**config.mk**
```make
export PLATFORM = sky130hd
export DESIGN_NAME = vm_instruction_execute_unit_flat
export DESIGN_NICKNAME = d
export VERILOG_FILES = /design/src/sv/vie_pkg.sv /design/src/sv/vie_ifs.sv /design/src/sv/vie_regfile.sv /design/src/sv/vie_stack.sv /design/src/sv/vie_exec.sv /design/src/sv/vm_instruction_execute_unit.sv /design/src/flat_wrapper.sv
export SDC_FILE = /design/constraint.sdc
export NUM_CORES = 1
export LEC_CHECK = 0
export ABC_CLOCK_PERIOD_IN_PS = 5650
export BUFFER_PORTS_ARGS = -buffer_cell sky130_fd_sc_hd__buf_2
export CAP_MARGIN = 20
export CORE_MARGIN = 1.5
export CORE_UTILIZATION = 56
export DETAILED_ROUTE_END_ITERATION = 10
export GPL_TIMING_DRIVEN = 0
export PLACE_DENSITY_LB_ADDON = 0.1
export SETUP_SLACK_MARGIN = 0.1
export SYNTH_ARGS = -nofsm -noshare
export SYNTH_HDL_FRONTEND = slang
export SYNTH_HIERARCHICAL = 1
export SYNTH_SLANG_ARGS = --single-unit
```
**constraint.sdc**
```tcl
create_clock -name clk -period 5.65 [get_ports clk]
set_input_delay 0.565 -clock clk [delete_from_list [all_inputs] [get_ports clk]]
set_output_delay 0.565 -clock clk [all_outputs]
set_load 0.01 [all_outputs]
```
**src/sv/vie_pkg.sv**
```systemverilog
`timescale 1ns / 1ps
package vie_pkg;

	localparam int PC_W              = 12;
	localparam int IDX_W             = 16;
	localparam int REG_W             = 8;
	localparam int RN_W              = 4;
	localparam int NUM_REGS          = 16;
	localparam int WORD_W            = 16;
	localparam int KEYS_W            = 16;
	localparam int STACK_ENTRIES_DEF = 16;

	localparam logic [PC_W-1:0]   RESET_PC  = 12'd512;
	localparam logic [RN_W-1:0]   FLAG_REG  = 4'hF;
	localparam logic [IDX_W-1:0]  FONT_BASE = 16'd80;
	localparam logic [WORD_W-1:0] RET_WORD  = 16'h00EE;

	localparam logic [3:0] OP_SYS  = 4'h0;
	localparam logic [3:0] OP_JP   = 4'h1;
	localparam logic [3:0] OP_CALL = 4'h2;
	localparam logic [3:0] OP_SE   = 4'h3;
	localparam logic [3:0] OP_SNE  = 4'h4;
	localparam logic [3:0] OP_SER  = 4'h5;
	localparam logic [3:0] OP_LD   = 4'h6;
	localparam logic [3:0] OP_ADD  = 4'h7;
	localparam logic [3:0] OP_ALU  = 4'h8;
	localparam logic [3:0] OP_SNER = 4'h9;
	localparam logic [3:0] OP_LDI  = 4'hA;
	localparam logic [3:0] OP_JPO  = 4'hB;
	localparam logic [3:0] OP_RND  = 4'hC;
	localparam logic [3:0] OP_KEY  = 4'hE;
	localparam logic [3:0] OP_MISC = 4'hF;

	localparam logic [3:0] ALU_MOV  = 4'h0;
	localparam logic [3:0] ALU_OR   = 4'h1;
	localparam logic [3:0] ALU_AND  = 4'h2;
	localparam logic [3:0] ALU_XOR  = 4'h3;
	localparam logic [3:0] ALU_ADD  = 4'h4;
	localparam logic [3:0] ALU_SUB  = 4'h5;
	localparam logic [3:0] ALU_SHR  = 4'h6;
	localparam logic [3:0] ALU_SUBN = 4'h7;
	localparam logic [3:0] ALU_SHL  = 4'hE;

	localparam logic [7:0] KEY_DOWN = 8'h9E;
	localparam logic [7:0] KEY_UP   = 8'hA1;

	localparam logic [7:0] F_GET_DT = 8'h07;
	localparam logic [7:0] F_SET_DT = 8'h15;
	localparam logic [7:0] F_SET_ST = 8'h18;
	localparam logic [7:0] F_ADD_I  = 8'h1E;
	localparam logic [7:0] F_FONT   = 8'h29;

	typedef enum logic [1:0] {
		ST_OK          = 2'd0,
		ST_UNSUPPORTED = 2'd1,
		ST_STACK       = 2'd2
	} status_t;

	typedef struct packed {
		logic [PC_W-1:0]  pc;
		logic [PC_W-1:0]  link;
		logic [IDX_W-1:0] idx;
		logic             wr_en;
		logic [RN_W-1:0]  wr_addr;
		logic [REG_W-1:0] wr_data;
		logic             fl_en;
		logic [REG_W-1:0] fl_data;
		logic             push;
		logic             pop;
		logic             dt_we;
		status_t          status;
	} exec_t;

endpackage

```
**src/sv/vie_ifs.sv**
```systemverilog
`timescale 1ns / 1ps
interface vie_in_if;
	logic                          valid;
	logic                          ready;
	logic [vie_pkg::WORD_W-1:0]    instr_word;
	logic [vie_pkg::REG_W-1:0]     random_byte;
	logic [vie_pkg::KEYS_W-1:0]    keys_down;

	modport source (output valid, instr_word, random_byte, keys_down, input ready);
	modport sink (input valid, instr_word, random_byte, keys_down, output ready);
endinterface

interface vie_out_if;
	logic                       valid;
	logic                       ready;
	logic [vie_pkg::PC_W-1:0]   next_pc;
	logic [vie_pkg::IDX_W-1:0]  index_value;
	logic                       wrote_reg;
	logic [vie_pkg::RN_W-1:0]   reg_number;
	logic [vie_pkg::REG_W-1:0]  reg_value;
	logic [vie_pkg::REG_W-1:0]  flag_value;
	vie_pkg::status_t           status;

	modport source (output valid, next_pc, index_value, wrote_reg, reg_number, reg_value,
		flag_value, status, input ready);
	modport sink (input valid, next_pc, index_value, wrote_reg, reg_number, reg_value,
		flag_value, status, output ready);
endinterface

```
**src/sv/vie_regfile.sv**
```systemverilog
`timescale 1ns / 1ps
module vie_regfile (
	input  logic                       clk,
	input  logic                       arst_n,
	input  logic                       rd_en,
	input  logic [vie_pkg::RN_W-1:0]   rd_addr_a,
	input  logic [vie_pkg::RN_W-1:0]   rd_addr_b,
	input  logic                       wr_en,
	input  logic [vie_pkg::RN_W-1:0]   wr_addr,
	input  logic [vie_pkg::REG_W-1:0]  wr_data,
	output logic [vie_pkg::REG_W-1:0]  rd_data_a,
	output logic [vie_pkg::REG_W-1:0]  rd_data_b
);
	import vie_pkg::*;

	logic [REG_W-1:0]    mem [NUM_REGS];
	logic [NUM_REGS-1:0] vld_q;
	logic [REG_W-1:0]    ma_q, mb_q;
	logic                va_q, vb_q;
	logic [RN_W-1:0]     ra_q, rb_q;
	logic                fwd_vld_q;
	logic [RN_W-1:0]     fwd_addr_q;
	logic [REG_W-1:0]    fwd_data_q;

	always_ff @(posedge clk) begin
		if (wr_en) begin
			mem[wr_addr] <= wr_data;
		end
		if (rd_en) begin
			ma_q <= mem[rd_addr_a];
			mb_q <= mem[rd_addr_b];
			va_q <= vld_q[rd_addr_a];
			vb_q <= vld_q[rd_addr_b];
			ra_q <= rd_addr_a;
			rb_q <= rd_addr_b;
		end
		if (wr_en) begin
			fwd_addr_q <= wr_addr;
			fwd_data_q <= wr_data;
		end
	end

	always_ff @(posedge clk or negedge arst_n) begin
		if (!arst_n) begin
			vld_q     <= '0;
			fwd_vld_q <= 1'b0;
		end else if (wr_en) begin
			vld_q[wr_addr] <= 1'b1;
			fwd_vld_q      <= 1'b1;
		end
	end

	// last write may land on the edge of the read
	assign rd_data_a = (fwd_vld_q && fwd_addr_q == ra_q) ? fwd_data_q : (va_q ? ma_q : '0);
	assign rd_data_b = (fwd_vld_q && fwd_addr_q == rb_q) ? fwd_data_q : (vb_q ? mb_q : '0);

endmodule

```
**src/sv/vie_stack.sv**
```systemverilog
`timescale 1ns / 1ps
module vie_stack #(
	parameter int ENTRIES = vie_pkg::STACK_ENTRIES_DEF
) (
	input  logic                         clk,
	input  logic                         arst_n,
	input  logic                         rd_en,
	input  logic [$clog2(ENTRIES)-1:0]   rd_addr,
	input  logic                         wr_en,
	input  logic [$clog2(ENTRIES)-1:0]   wr_addr,
	input  logic [vie_pkg::PC_W-1:0]     wr_data,
	output logic [vie_pkg::PC_W-1:0]     rd_data
);
	import vie_pkg::*;

	localparam int AW = $clog2(ENTRIES);

	logic [PC_W-1:0] mem [ENTRIES];
	logic [PC_W-1:0] rd_q;
	logic [AW-1:0]   ra_q;
	logic            fwd_vld_q;
	logic [AW-1:0]   fwd_addr_q;
	logic [PC_W-1:0] fwd_data_q;

	always_ff @(posedge clk) begin
		if (wr_en) begin
			mem[wr_addr] <= wr_data;
			fwd_addr_q   <= wr_addr;
			fwd_data_q   <= wr_data;
		end
		if (rd_en) begin
			rd_q <= mem[rd_addr];
			ra_q <= rd_addr;
		end
	end

	always_ff @(posedge clk or negedge arst_n) begin
		if (!arst_n) begin
			fwd_vld_q <= 1'b0;
		end else if (wr_en) begin
			fwd_vld_q <= 1'b1;
		end
	end

	assign rd_data = (fwd_vld_q && fwd_addr_q == ra_q) ? fwd_data_q : rd_q;

endmodule

```
**src/sv/vie_exec.sv**
```systemverilog
`timescale 1ns / 1ps
module vie_exec (
	input  logic [vie_pkg::WORD_W-1:0] instr_word,
	input  logic [vie_pkg::REG_W-1:0]  random_byte,
	input  logic [vie_pkg::KEYS_W-1:0] keys_down,
	input  logic [vie_pkg::REG_W-1:0]  vx,
	input  logic [vie_pkg::REG_W-1:0]  vy,
	input  logic [vie_pkg::PC_W-1:0]   pc,
	input  logic [vie_pkg::IDX_W-1:0]  idx,
	input  logic [vie_pkg::REG_W-1:0]  dt,
	input  logic [vie_pkg::PC_W-1:0]   stk_top,
	input  logic                       stk_full,
	input  logic                       stk_empty,
	output vie_pkg::exec_t             ex
);
	import vie_pkg::*;

	logic [3:0]       op, n;
	logic [RN_W-1:0]  x;
	logic [7:0]       nn;
	logic [PC_W-1:0]  nnn, pc2, pc4;
	logic [REG_W:0]   add9;
	logic [IDX_W:0]   idx_sum;
	logic [IDX_W-1:0] font;
	logic             key;

	assign op      = instr_word[15:12];
	assign x       = instr_word[11:8];
	assign n       = instr_word[3:0];
	assign nn      = instr_word[7:0];
	assign nnn     = instr_word[11:0];
	assign pc2     = pc + PC_W'(2);
	assign pc4     = pc + PC_W'(4);
	assign add9    = {1'b0, vx} + {1'b0, vy};
	assign idx_sum = {1'b0, idx} + (IDX_W + 1)'(vx);
	assign font    = FONT_BASE + IDX_W'({vx, 2'b00}) + IDX_W'(vx);
	assign key     = keys_down[vx[3:0]];

	always_comb begin
		ex         = '0;
		ex.pc      = pc2;
		ex.link    = pc2;
		ex.idx     = idx;
		ex.wr_addr = x;
		ex.status  = ST_OK;
		unique case (op)
			OP_SYS: begin
				if (instr_word == RET_WORD) begin
					if (stk_empty) begin
						ex.status = ST_STACK;
					end else begin
						ex.pop = 1'b1;
						ex.pc  = stk_top;
					end
				end else begin
					ex.status = ST_UNSUPPORTED;
				end
			end
			OP_JP: ex.pc = nnn;
			OP_CALL: begin
				if (stk_full) begin
					ex.status = ST_STACK;
				end else begin
					ex.push = 1'b1;
					ex.pc   = nnn;
				end
			end
			OP_SE: if (vx == nn) ex.pc = pc4;
			OP_SNE: if (vx != nn) ex.pc = pc4;
			OP_SER: begin
				if (n != 4'h0) ex.status = ST_UNSUPPORTED;
				else if (vx == vy) ex.pc = pc4;
			end
			OP_LD: begin
				ex.wr_en   = 1'b1;
				ex.wr_data = nn;
			end
			OP_ADD: begin
				ex.wr_en   = 1'b1;
				ex.wr_data = vx + nn;
			end
			OP_ALU: begin
				ex.wr_en = 1'b1;
				unique case (n)
					ALU_MOV: ex.wr_data = vy;
					ALU_OR:  ex.wr_data = vx | vy;
					ALU_AND: ex.wr_data = vx & vy;
					ALU_XOR: ex.wr_data = vx ^ vy;
					ALU_ADD: begin
						ex.fl_en   = 1'b1;
						ex.fl_data = REG_W'(add9[REG_W]);
						ex.wr_data = add9[REG_W-1:0];
					end
					ALU_SUB: begin
						ex.fl_en   = 1'b1;
						ex.fl_data = REG_W'(vx >= vy);
						ex.wr_data = vx - vy;
					end
					ALU_SHR: begin
						ex.fl_en   = 1'b1;
						ex.fl_data = REG_W'(vy[0]);
						ex.wr_data = vy >> 1;
					end
					ALU_SUBN: begin
						ex.fl_en   = 1'b1;
						ex.fl_data = REG_W'(vy >= vx);
						ex.wr_data = vy - vx;
					end
					ALU_SHL: begin
						ex.fl_en   = 1'b1;
						ex.fl_data = REG_W'(vy[REG_W-1]);
						ex.wr_data = vy << 1;
					end
					default: begin
						ex.wr_en  = 1'b0;
						ex.status = ST_UNSUPPORTED;
					end
				endcase
			end
			OP_SNER: begin
				if (n != 4'h0) ex.status = ST_UNSUPPORTED;
				else if (vx != vy) ex.pc = pc4;
			end
			OP_LDI: ex.idx = IDX_W'(nnn);
			OP_JPO: ex.pc = nnn + PC_W'(vx);
			OP_RND: begin
				ex.wr_en   = 1'b1;
				ex.wr_data = random_byte & nn;
			end
			OP_KEY: begin
				if (nn == KEY_DOWN) begin
					if (key) ex.pc = pc4;
				end else if (nn == KEY_UP) begin
					if (!key) ex.pc = pc4;
				end else begin
					ex.status = ST_UNSUPPORTED;
				end
			end
			OP_MISC: begin
				unique case (nn)
					F_GET_DT: begin
						ex.wr_en   = 1'b1;
						ex.wr_data = dt;
					end
					F_SET_DT: ex.dt_we = 1'b1;
					// sound timer has no readable path
					F_SET_ST: ex.status = ST_OK;
					F_ADD_I: begin
						ex.idx     = idx_sum[IDX_W-1:0];
						ex.wr_en   = (idx_sum[IDX_W:12] != '0);
						ex.wr_addr = FLAG_REG;
						ex.wr_data = REG_W'(1);
					end
					F_FONT: ex.idx = font;
					default: ex.status = ST_UNSUPPORTED;
				endcase
			end
			default: ex.status = ST_UNSUPPORTED;
		endcase
	end

endmodule

```
**src/sv/vm_instruction_execute_unit.sv**
```systemverilog
`timescale 1ns / 1ps
// channel   dir  fields
// instr     in   instr_word, random_byte, keys_down
// result    out  next_pc, index_value, wrote_reg, reg_number, reg_value, flag_value, status
// cfg_wr_*  in   start_address, also loads the program counter
//
// one instruction per cycle unless the result channel stalls; each result is registered
// the read stage reads the register and stack memories, the execute stage executes and writes back
// reset: registers zero, pc 512, empty stack, no clearing pass
// a stalled result register holds the execute stage; requests keep flowing once it drains
module vm_instruction_execute_unit #(
	parameter int STACK_ENTRIES = vie_pkg::STACK_ENTRIES_DEF
) (
	input  logic                      clk,
	input  logic                      arst_n,
	input  logic                      cfg_wr_en,
	input  logic [vie_pkg::PC_W-1:0]  cfg_wr_data,
	vie_in_if.sink                    instr,
	vie_out_if.source                 result
);
	import vie_pkg::*;

	localparam int SA_W = $clog2(STACK_ENTRIES);
	localparam int SD_W = $clog2(STACK_ENTRIES + 1);
	localparam logic [SD_W-1:0] SD_FULL = SD_W'(STACK_ENTRIES);

	logic              v_s1, v_s2;
	logic [WORD_W-1:0] instr_s1;
	logic [REG_W-1:0]  rnd_s1;
	logic [KEYS_W-1:0] keys_s1;
	logic [PC_W-1:0]   pc_q;
	logic [IDX_W-1:0]  idx_q;
	logic [SD_W-1:0]   depth_q, depth_next, depth_d;
	logic [REG_W-1:0]  dt_q, vf_q, vf_next;
	logic              acc, adv1;
	logic [REG_W-1:0]  rf_x, rf_y, vx, vy;
	logic [PC_W-1:0]   stk_top;
	logic              rf_we;
	exec_t             ex;

	logic [PC_W-1:0]   pc_s2;
	logic [IDX_W-1:0]  idx_s2;
	logic              wrote_s2;
	logic [RN_W-1:0]   rn_s2;
	logic [REG_W-1:0]  rv_s2, fv_s2;
	status_t           st_s2;

	assign adv1        = v_s1 && (!v_s2 || result.ready);
	assign instr.ready = !v_s1 || adv1;
	assign acc         = instr.valid && instr.ready;

	vie_regfile u_rf (
		.clk       (clk),
		.arst_n    (arst_n),
		.rd_en     (acc),
		.rd_addr_a (instr.instr_word[11:8]),
		.rd_addr_b (instr.instr_word[7:4]),
		.wr_en     (rf_we),
		.wr_addr   (ex.wr_addr),
		.wr_data   (ex.wr_data),
		.rd_data_a (rf_x),
		.rd_data_b (rf_y)
	);

	// flag register lives outside the memory
	assign vx    = (instr_s1[11:8] == FLAG_REG) ? vf_q : rf_x;
	assign vy    = (instr_s1[7:4] == FLAG_REG) ? vf_q : rf_y;
	assign rf_we = adv1 && ex.wr_en && (ex.wr_addr != FLAG_REG);

	assign depth_next = ex.push ? depth_q + SD_W'(1) : (ex.pop ? depth_q - SD_W'(1) : depth_q);
	assign depth_d    = adv1 ? depth_next : depth_q;

	vie_stack #(.ENTRIES(STACK_ENTRIES)) u_stack (
		.clk     (clk),
		.arst_n  (arst_n),
		.rd_en   (acc),
		.rd_addr (SA_W'(depth_d - SD_W'(1))),
		.wr_en   (adv1 && ex.push),
		.wr_addr (depth_q[SA_W-1:0]),
		.wr_data (ex.link),
		.rd_data (stk_top)
	);

	vie_exec u_exec (
		.instr_word  (instr_s1),
		.random_byte (rnd_s1),
		.keys_down   (keys_s1),
		.vx          (vx),
		.vy          (vy),
		.pc          (pc_q),
		.idx         (idx_q),
		.dt          (dt_q),
		.stk_top     (stk_top),
		.stk_full    (depth_q >= SD_FULL),
		.stk_empty   (depth_q == '0),
		.ex          (ex)
	);

	assign vf_next = (ex.wr_en && ex.wr_addr == FLAG_REG) ? ex.wr_data :
		(ex.fl_en ? ex.fl_data : vf_q);

	always_ff @(posedge clk or negedge arst_n) begin
		if (!arst_n) begin
			v_s1    <= 1'b0;
			v_s2    <= 1'b0;
			pc_q    <= RESET_PC;
			idx_q   <= '0;
			depth_q <= '0;
			dt_q    <= '0;
			vf_q    <= '0;
		end else begin
			if (instr.ready) begin
				v_s1 <= instr.valid;
			end
			if (adv1) begin
				v_s2 <= 1'b1;
			end else if (result.ready) begin
				v_s2 <= 1'b0;
			end
			if (cfg_wr_en) begin
				pc_q <= cfg_wr_data;
			end else if (adv1) begin
				pc_q <= ex.pc;
			end
			if (adv1) begin
				idx_q   <= ex.idx;
				depth_q <= depth_next;
				vf_q    <= vf_next;
				if (ex.dt_we) begin
					dt_q <= vx;
				end
			end
		end
	end

	always_ff @(posedge clk) begin
		if (acc) begin
			instr_s1 <= instr.instr_word;
			rnd_s1   <= instr.random_byte;
			keys_s1  <= instr.keys_down;
		end
		if (adv1) begin
			pc_s2    <= ex.pc;
			idx_s2   <= ex.idx;
			wrote_s2 <= ex.wr_en;
			rn_s2    <= ex.wr_en ? ex.wr_addr : '0;
			rv_s2    <= ex.wr_en ? ex.wr_data : '0;
			fv_s2    <= vf_next;
			st_s2    <= ex.status;
		end
	end

	assign result.valid       = v_s2;
	assign result.next_pc     = pc_s2;
	assign result.index_value = idx_s2;
	assign result.wrote_reg   = wrote_s2;
	assign result.reg_number  = rn_s2;
	assign result.reg_value   = rv_s2;
	assign result.flag_value  = fv_s2;
	assign result.status      = st_s2;

	a_depth_bound: assert property (@(posedge clk) disable iff (!arst_n)
		depth_q <= SD_FULL)
		else $error("stack depth beyond capacity");

	a_push_depth: assert property (@(posedge clk) disable iff (!arst_n)
		adv1 && ex.push |=> depth_q == $past(depth_q) + SD_W'(1))
		else $error("push did not grow stack");

	a_accept_fill: assert property (@(posedge clk) disable iff (!arst_n)
		acc |=> v_s1)
		else $error("accepted request lost before execute");

	a_no_flag_mem: assert property (@(posedge clk) disable iff (!arst_n)
		rf_we |-> ex.wr_addr != FLAG_REG)
		else $error("flag register written into memory");

endmodule

```
**src/flat_wrapper.sv**
```systemverilog
// flat-port wrapper written by rule: the top's interface ports become plain ports
module vm_instruction_execute_unit_flat import vie_pkg::*;
#(
	parameter int STACK_ENTRIES = vie_pkg::STACK_ENTRIES_DEF
)
  (clk, arst_n, cfg_wr_en, cfg_wr_data, instr_valid, instr_instr_word, instr_random_byte, instr_keys_down, instr_ready, result_valid, result_next_pc, result_index_value, result_wrote_reg, result_reg_number, result_reg_value, result_flag_value, result_status, result_ready);
  vie_in_if instr_i ();
  vie_out_if result_i ();
  input  logic clk;
  input  logic arst_n;
  input  logic cfg_wr_en;
  input  logic [vie_pkg::PC_W-1:0] cfg_wr_data;
  input wire logic [$bits(instr_i.valid)-1:0] instr_valid;
  input wire logic [$bits(instr_i.instr_word)-1:0] instr_instr_word;
  input wire logic [$bits(instr_i.random_byte)-1:0] instr_random_byte;
  input wire logic [$bits(instr_i.keys_down)-1:0] instr_keys_down;
  output wire logic [$bits(instr_i.ready)-1:0] instr_ready;
  output wire logic [$bits(result_i.valid)-1:0] result_valid;
  output wire logic [$bits(result_i.next_pc)-1:0] result_next_pc;
  output wire logic [$bits(result_i.index_value)-1:0] result_index_value;
  output wire logic [$bits(result_i.wrote_reg)-1:0] result_wrote_reg;
  output wire logic [$bits(result_i.reg_number)-1:0] result_reg_number;
  output wire logic [$bits(result_i.reg_value)-1:0] result_reg_value;
  output wire logic [$bits(result_i.flag_value)-1:0] result_flag_value;
  output wire logic [$bits(result_i.status)-1:0] result_status;
  input wire logic [$bits(result_i.ready)-1:0] result_ready;
  assign instr_i.valid = instr_valid;
  assign instr_i.instr_word = instr_instr_word;
  assign instr_i.random_byte = instr_random_byte;
  assign instr_i.keys_down = instr_keys_down;
  assign instr_ready = instr_i.ready;
  assign result_valid = result_i.valid;
  assign result_next_pc = result_i.next_pc;
  assign result_index_value = result_i.index_value;
  assign result_wrote_reg = result_i.wrote_reg;
  assign result_reg_number = result_i.reg_number;
  assign result_reg_value = result_i.reg_value;
  assign result_flag_value = result_i.flag_value;
  assign result_status = result_i.status;
  assign result_i.ready = result_ready;
  vm_instruction_execute_unit #(.STACK_ENTRIES(STACK_ENTRIES)) u_core (.clk(clk), .arst_n(arst_n), .cfg_wr_en(cfg_wr_en), .cfg_wr_data(cfg_wr_data), .instr(instr_i), .result(result_i));
endmodule
```
======== Word level (Yosys, flattened, before mapping) ========
Memory sizes are Yosys's and may differ from the RTL's. A register that Yosys moved wholly into a read port is not among the register bits.
Index checks and enable logic that the tools add are counted.
cells by class
  order comparisons ....................... 8
  $add $sub $neg .......................... 13
  bitwise gates (word level) .............. 5
  equality and inequality tests ........... 41
  multiplexer cells ....................... 70
  reduce and logical (&&, ||, !) cells .... 27
operators with widths
  operator                                                              count
  12-bit 2-to-1 mux                                                     16
  12-bit case mux with 9 select lines                                   1
  8-bit case mux with 9 select lines                                    1
  8-bit 2-to-1 mux                                                      8
  16-bit case mux with 2 select lines                                   2
  9-bit case mux with 5 select lines                                    1
  4-bit == test, second input constant                                  11
  8-bit case mux with 5 select lines                                    1
  4-bit by 3-bit == test with 1-bit output, second input constant       8
  8-bit by 5-bit == test with 1-bit output, second input constant       3
  1-bit 2-to-1 mux                                                      23
  4-bit by 5-bit < comparator with 1-bit output, second input constant  4
  16-bit by 8-bit adder with 17-bit output                              1
  8-bit bitwise AND                                                     2
  16-bit by 8-bit == test with 1-bit output, second input constant      1
  4-bit by 2-bit == test with 1-bit output, second input constant       4
  8-bit == test                                                         2
  8-bit == test, second input constant                                  2
  8-bit >= comparator                                                   2
  8-bit inequality test                                                 2
  16-bit OR                                                             1
  8-bit case mux with 2 select lines                                    1
  8-bit subtractor                                                      2
  5-bit 2-to-1 mux                                                      3
  41 further kinds                                                      62
word-level totals
  memories kept ........................... 2
  register bits after elaboration ......... 202
  RAM bits ................................ 320
memories
  memory              depth  width  rd ports  clocked after Yosys merged registers in  write ports  line               source
  u_core.u_stack.mem  16     12     1         1                                        1            vie_stack.sv:18    logic [PC_W-1:0] mem [ENTRIES];
  u_core.u_rf.mem     16     8      2         2                                        1            vie_regfile.sv:16  logic [REG_W-1:0] mem [NUM_REGS];

======== Longest topological paths before layout ========
  depth after elaboration ................. 12
  mapped depth ............................ 21
  mapped depth without buffers ............ 20

======== Modules after synthesis ========
Netlist, hierarchy kept.
by module, submodules not included
  module                       area each (um^2)  cells an instance  times used
  vie_stack                    8,545.7           370                1
  vie_regfile                  8,360.5           433                1
  vm_instruction_execute_unit  5,485.3           376                1
  vie_exec                     5,303.8           771                1

======== Least setup slack after synthesis ========
No wires, ideal clock.
  path type ............................... register to register
  start point ............................. register u_core.u_rf.fwd_addr_q[1]
  end point ............................... memory u_core.u_rf.mem[0][0], enable pin
  cell stages (with the launch flop) ...... 19
  arrival time ............................ 5.716 ns
  required time ........................... 5.265 ns
  buffers on the path ..................... 1
  slack ................................... -0.451 ns
  library setup time ...................... 0.385 ns
  clock period less this slack ............ 6.101 ns
  cell sequence ........................... edfxtp_1 xor2_1 nor4_4 mux2i_1 mux2_2 inv_1 fa_1 nor2b_1 o21ai_0 a21oi_1 o21ai_0 nor2_1 xnor2_1 a31oi_1 clkbuf_1 nand2_1 a21oi_1 or3b_2 nor3_1
RTL lines
  what                    line               source
  from (decl)             vie_regfile.sv:22  logic [RN_W-1:0] fwd_addr_q;
  from (signal assigned)  vie_regfile.sv:38  fwd_addr_q <= wr_addr;
  to (decl)               vie_regfile.sv:16

==> metrics.txt <==
Post-synth EDFFs=481; synth unique cells=around 100; post-layout util=65.5%; Max Cap Viol=0; Root Buffer=clkbuf_16; wire length of the first global-routing pass=113000 um; final number of setup-violating endpoints=0; R2R Path Start=u_core/u_rf/fwd_addr_q[1]; count of input and output buffers=109; num ports=110; drt total wl=between 70000 and 80000 um; commonest register cell after synthesis=edfxtp_1; largest net degree at the start of global routing=47; row count=81; CTS tree=yes; worst endpoint data arrival time=5.88 ns; status=complete, no violations; dpl hpwl=54800 um; Syn Std Cell Area=approximately 0.028 mm2; DR vias=about 18k; biggest regs=u_core/u_stack/mem (192), u_core/u_rf/mem (128); Pre-antenna DRT Iters=6; Die X=between 200 and 250 um; Slew Limit Fails=0; worst setup path start=u_core/u_rf/fwd_addr_q[1]; Post-DP Area=0.0296 mm2; headroom to the max-slew limit=~30%; worst-case clock buffer depth=3; most used cell, CP=o21ai_0; overall power=about 0.011 W; Yosys warnings=6; crit-path max cell delay=0.42 ns; Congestion Overflow GR=0; CTS H-tree lvls=2; Leak=11.9 nW; Starting Density=56.7%; fin crit share=95.5%; post-synthesis async set-or-reset flop share=12.5%; Via density=6.35; final hold viol count=0; most common cell after layout, fill and taps aside=edfxtp_1; RR Endpoint=u_core/pc_q[6]; CP Capture Type=register; critical path type=register to register; Mapped Avg Cell Area=approximately 14 um2; clock-pin transition on the worst setup and hold timing paths=roughly 0.070 ns; CP Data Required Time=around 6.1 ns; CORE AREA=approximately 0.049 mm2; post-layout min period=roughly 5.4 ns; FF-to-FF path depth=19; worst-margin pin slew=1.03 ns; Layout area overhead=15.5%; Max VDD drop=0.251 mV; sequential cell area fraction in the yosys report=58.4%; footprint of the multi-input gates=~0.011 mm2; Die Span Y=225 um; area occupied by registers=0.0162 mm2; Largest Register=u_core/u_stack/mem; cts bufs inserted=56; DR iter-0 viols=1942; Seq cells post-synth=550; initial antenna violation count=1; P per Cell Area=348 mW/mm2; Hold Crit Class=input port to register; fmax=185 MHz; layout cells sized above 1=22.6%; Max Clock Skew=0.0244 ns; # nets final=about 2.3k; vias in the first global route=17.9k; clock sink count=550; Detail Route Antenna Nets=0; DRC Markers=0; Total GRT Usage=30.4%; # fillers=3597; CP Launch Type=register; hold path endpoint=u_core/instr_s1[15]; Die ar.=0.0508 mm2; Hold Path Depth=1; Post-Syn Instances=1950; worst skew pair latency=approximately 0.63 ns; Reg2Reg Setup Slack=~0.25 ns; RSZ-0062 raised after global routing=no; max reg flops=192; Slowest cell on crit path=edfxtp_1; Finished Cell Area=0.0320 mm2; wire length per cell=26.3 um; CP Max Fanout=10; Placer Congestion=0.994; most frequent cells in the layout=edfxtp_1, nand2_1, buf_2, nor2_1, a21oi_1; worst hold start=instr_instr_word[15]; CP Cell Sequence=xor2_1 -> nor4_4 -> buf_4 -> buf_4 -> mux2i_1 -> mux2_2 -> inv_1 -> ha_1 -> clkbuf_1 -> nor4_4 -> a21oi_1 -> o21ai_0 -> o21ai_2 -> a222oi_1 -> a21bo_2 -> a21oi_1 -> o21ai_0 -> mux2i_1 -> o21ai_0
==> timing repair <==
action	in CTS	in global routing
hold buffers	1	0
gates resized for setup	25	22
setup buffers	6	16
setup endpoints to repair	190	180
endpoints found under the hold margin	33	0
cloned	0	0
pin swaps	3	8
==> layout make-up <==
type                            instances  area share (%)
Sequential cell                       550            50.5
Multi-Input combinational cell       1232            34.0
Clock buffer                           70            4.67
Timing Repair Buffer                  167            3.80
Tap cell                              664            2.60
Buffer                                107            2.22
Clock inverter                         34            1.38
Inverter                               66           0.786
Antenna cell                            1         0.00782
==> where the power goes <==
part	switching (W)	total (W)	internal (W)
clock	0.00157	0.00387	0.00229
combinational	0.00139	0.00234	0.000956
sequential	0.000175	0.00493	0.00475
==> critical path, delay by kind of cell (launching register included) <==
family | cells | cell delay, ns
AOI/OAI and AO/OA | 8 | 1.86
buffers and inverters | 4 | 0.85
muxes | 3 | 0.79
and+or+nand+nor | 2 | 0.77
DFF | 1 | 0.42
adders and majority gates | 1 | 0.35
xor gates and xnor gates | 1 | 0.21
==> synth_stat cells (8+ instances only) <==
cell type | instances | area, um2
edfxtp_1 | 481 | 14400
nand2_1 | 187 | 702
nor2_1 | 113 | 424
a21oi_1 | 75 | 375
a22oi_1 | 71 | 533
dfrtp_1 | 68 | 1700
ha_1 | 67 | 838
o21ai_0 | 67 | 335
mux4_2 | 66 | 1490
inv_1 | 64 | 240
mux4_1 | 57 | 1500
mux2i_1 | 53 | 531
clkbuf_1 | 47 | 176
mux2_2 | 32 | 360
xor2_1 | 31 | 272
xnor2_1 | 29 | 254
and2_1 | 22 | 138
nor3_1 | 22 | 110
nand3_1 | 20 | 100
o21bai_1 | 19 | 143
or2_2 | 19 | 119
nand4_1 | 18 | 113
o22ai_1 | 17 | 106
buf_2 | 16 | 80.1
nand2b_1 | 15 | 93.8
a221oi_1 | 14 | 123
and3_1 | 14 | 87.6
buf_4 | 14 | 105
nor2b_1 | 13 | 81.3
mux2_1 | 12 | 135
a21o_1 | 11 | 82.6
a31oi_1 | 11 | 68.8
o211ai_1 | 11 | 82.6
a211oi_1 | 9 | 67.6
a222oi_1 | 8 | 80.1
buf_6 | 8 | 90.1
==> layer usage <==
layer / global-route usage, % / part of all wire (%)
met4: 9.29 / 2.8
met5: 0 / 0.017
met1: 43.0 / 41
met2: 49.4 / 48
met3: 4.13 / 7.5
==> cell families (layout without fill, tap and decap cells) <==
| kind of cell | count (synthesis) | count (layout) | synth area share (%) |
|---|---|---|---|
| adders and majority gates | 74 | 74 | 3.50 |
| AOI/OAI and AO/OA | 367 | 367 | 8.95 |
| muxes | 224 | 224 | 14.8 |
| buffers and inverters | 174 | 444 | 3.47 |
| DFF | 550 | 550 | 58.4 |
| xor gates and xnor gates | 62 | 62 | 2.01 |
| and+or+nand+nor | 498 | 498 | 8.87 |
| other | 1 | 8 | 0.0135 |
==> through the flow <==
| step | std cells | setup WS (ns) | setup TNS, ns | hold WS, ns |
|---|---|---|---|---|
| 6_report | 2891 | 0.252 | 0 | 0.115 |
| 5_1_grt | 2890 | 0.103 | 0 | 0.0955 |
| 4_1_cts | 2872 | 0.0432 | 0 | 0.0806 |
| 3_5_place_dp | 2761 | -2.03 | -271.46 | 0.470 |
| 3_3_place_gp | 2729 | -2.14 | -313.19 | 0.460 |
| 2_1_floorplan | 1956 | 0.223 | 0 | 0.269 |
==> worst max path at each step <==
| stage | cells past startpoint | end |
|---|---|---|
| final | 19 | u_core/pc_q[6] |
| after global routing | 19 | u_core/pc_q[6] |
| after CTS | 22 | u_core/u_rf/mem[12][2] |
| after detailed placement | 18 | u_core/u_rf/mem[2][0] |
| after global placement | 18 | u_core/u_rf/mem[4][0] |
| after floorplan | 18 | u_core/u_rf/mem[1][0] |
Note: power is estimated with default switching activity, not from simulation.
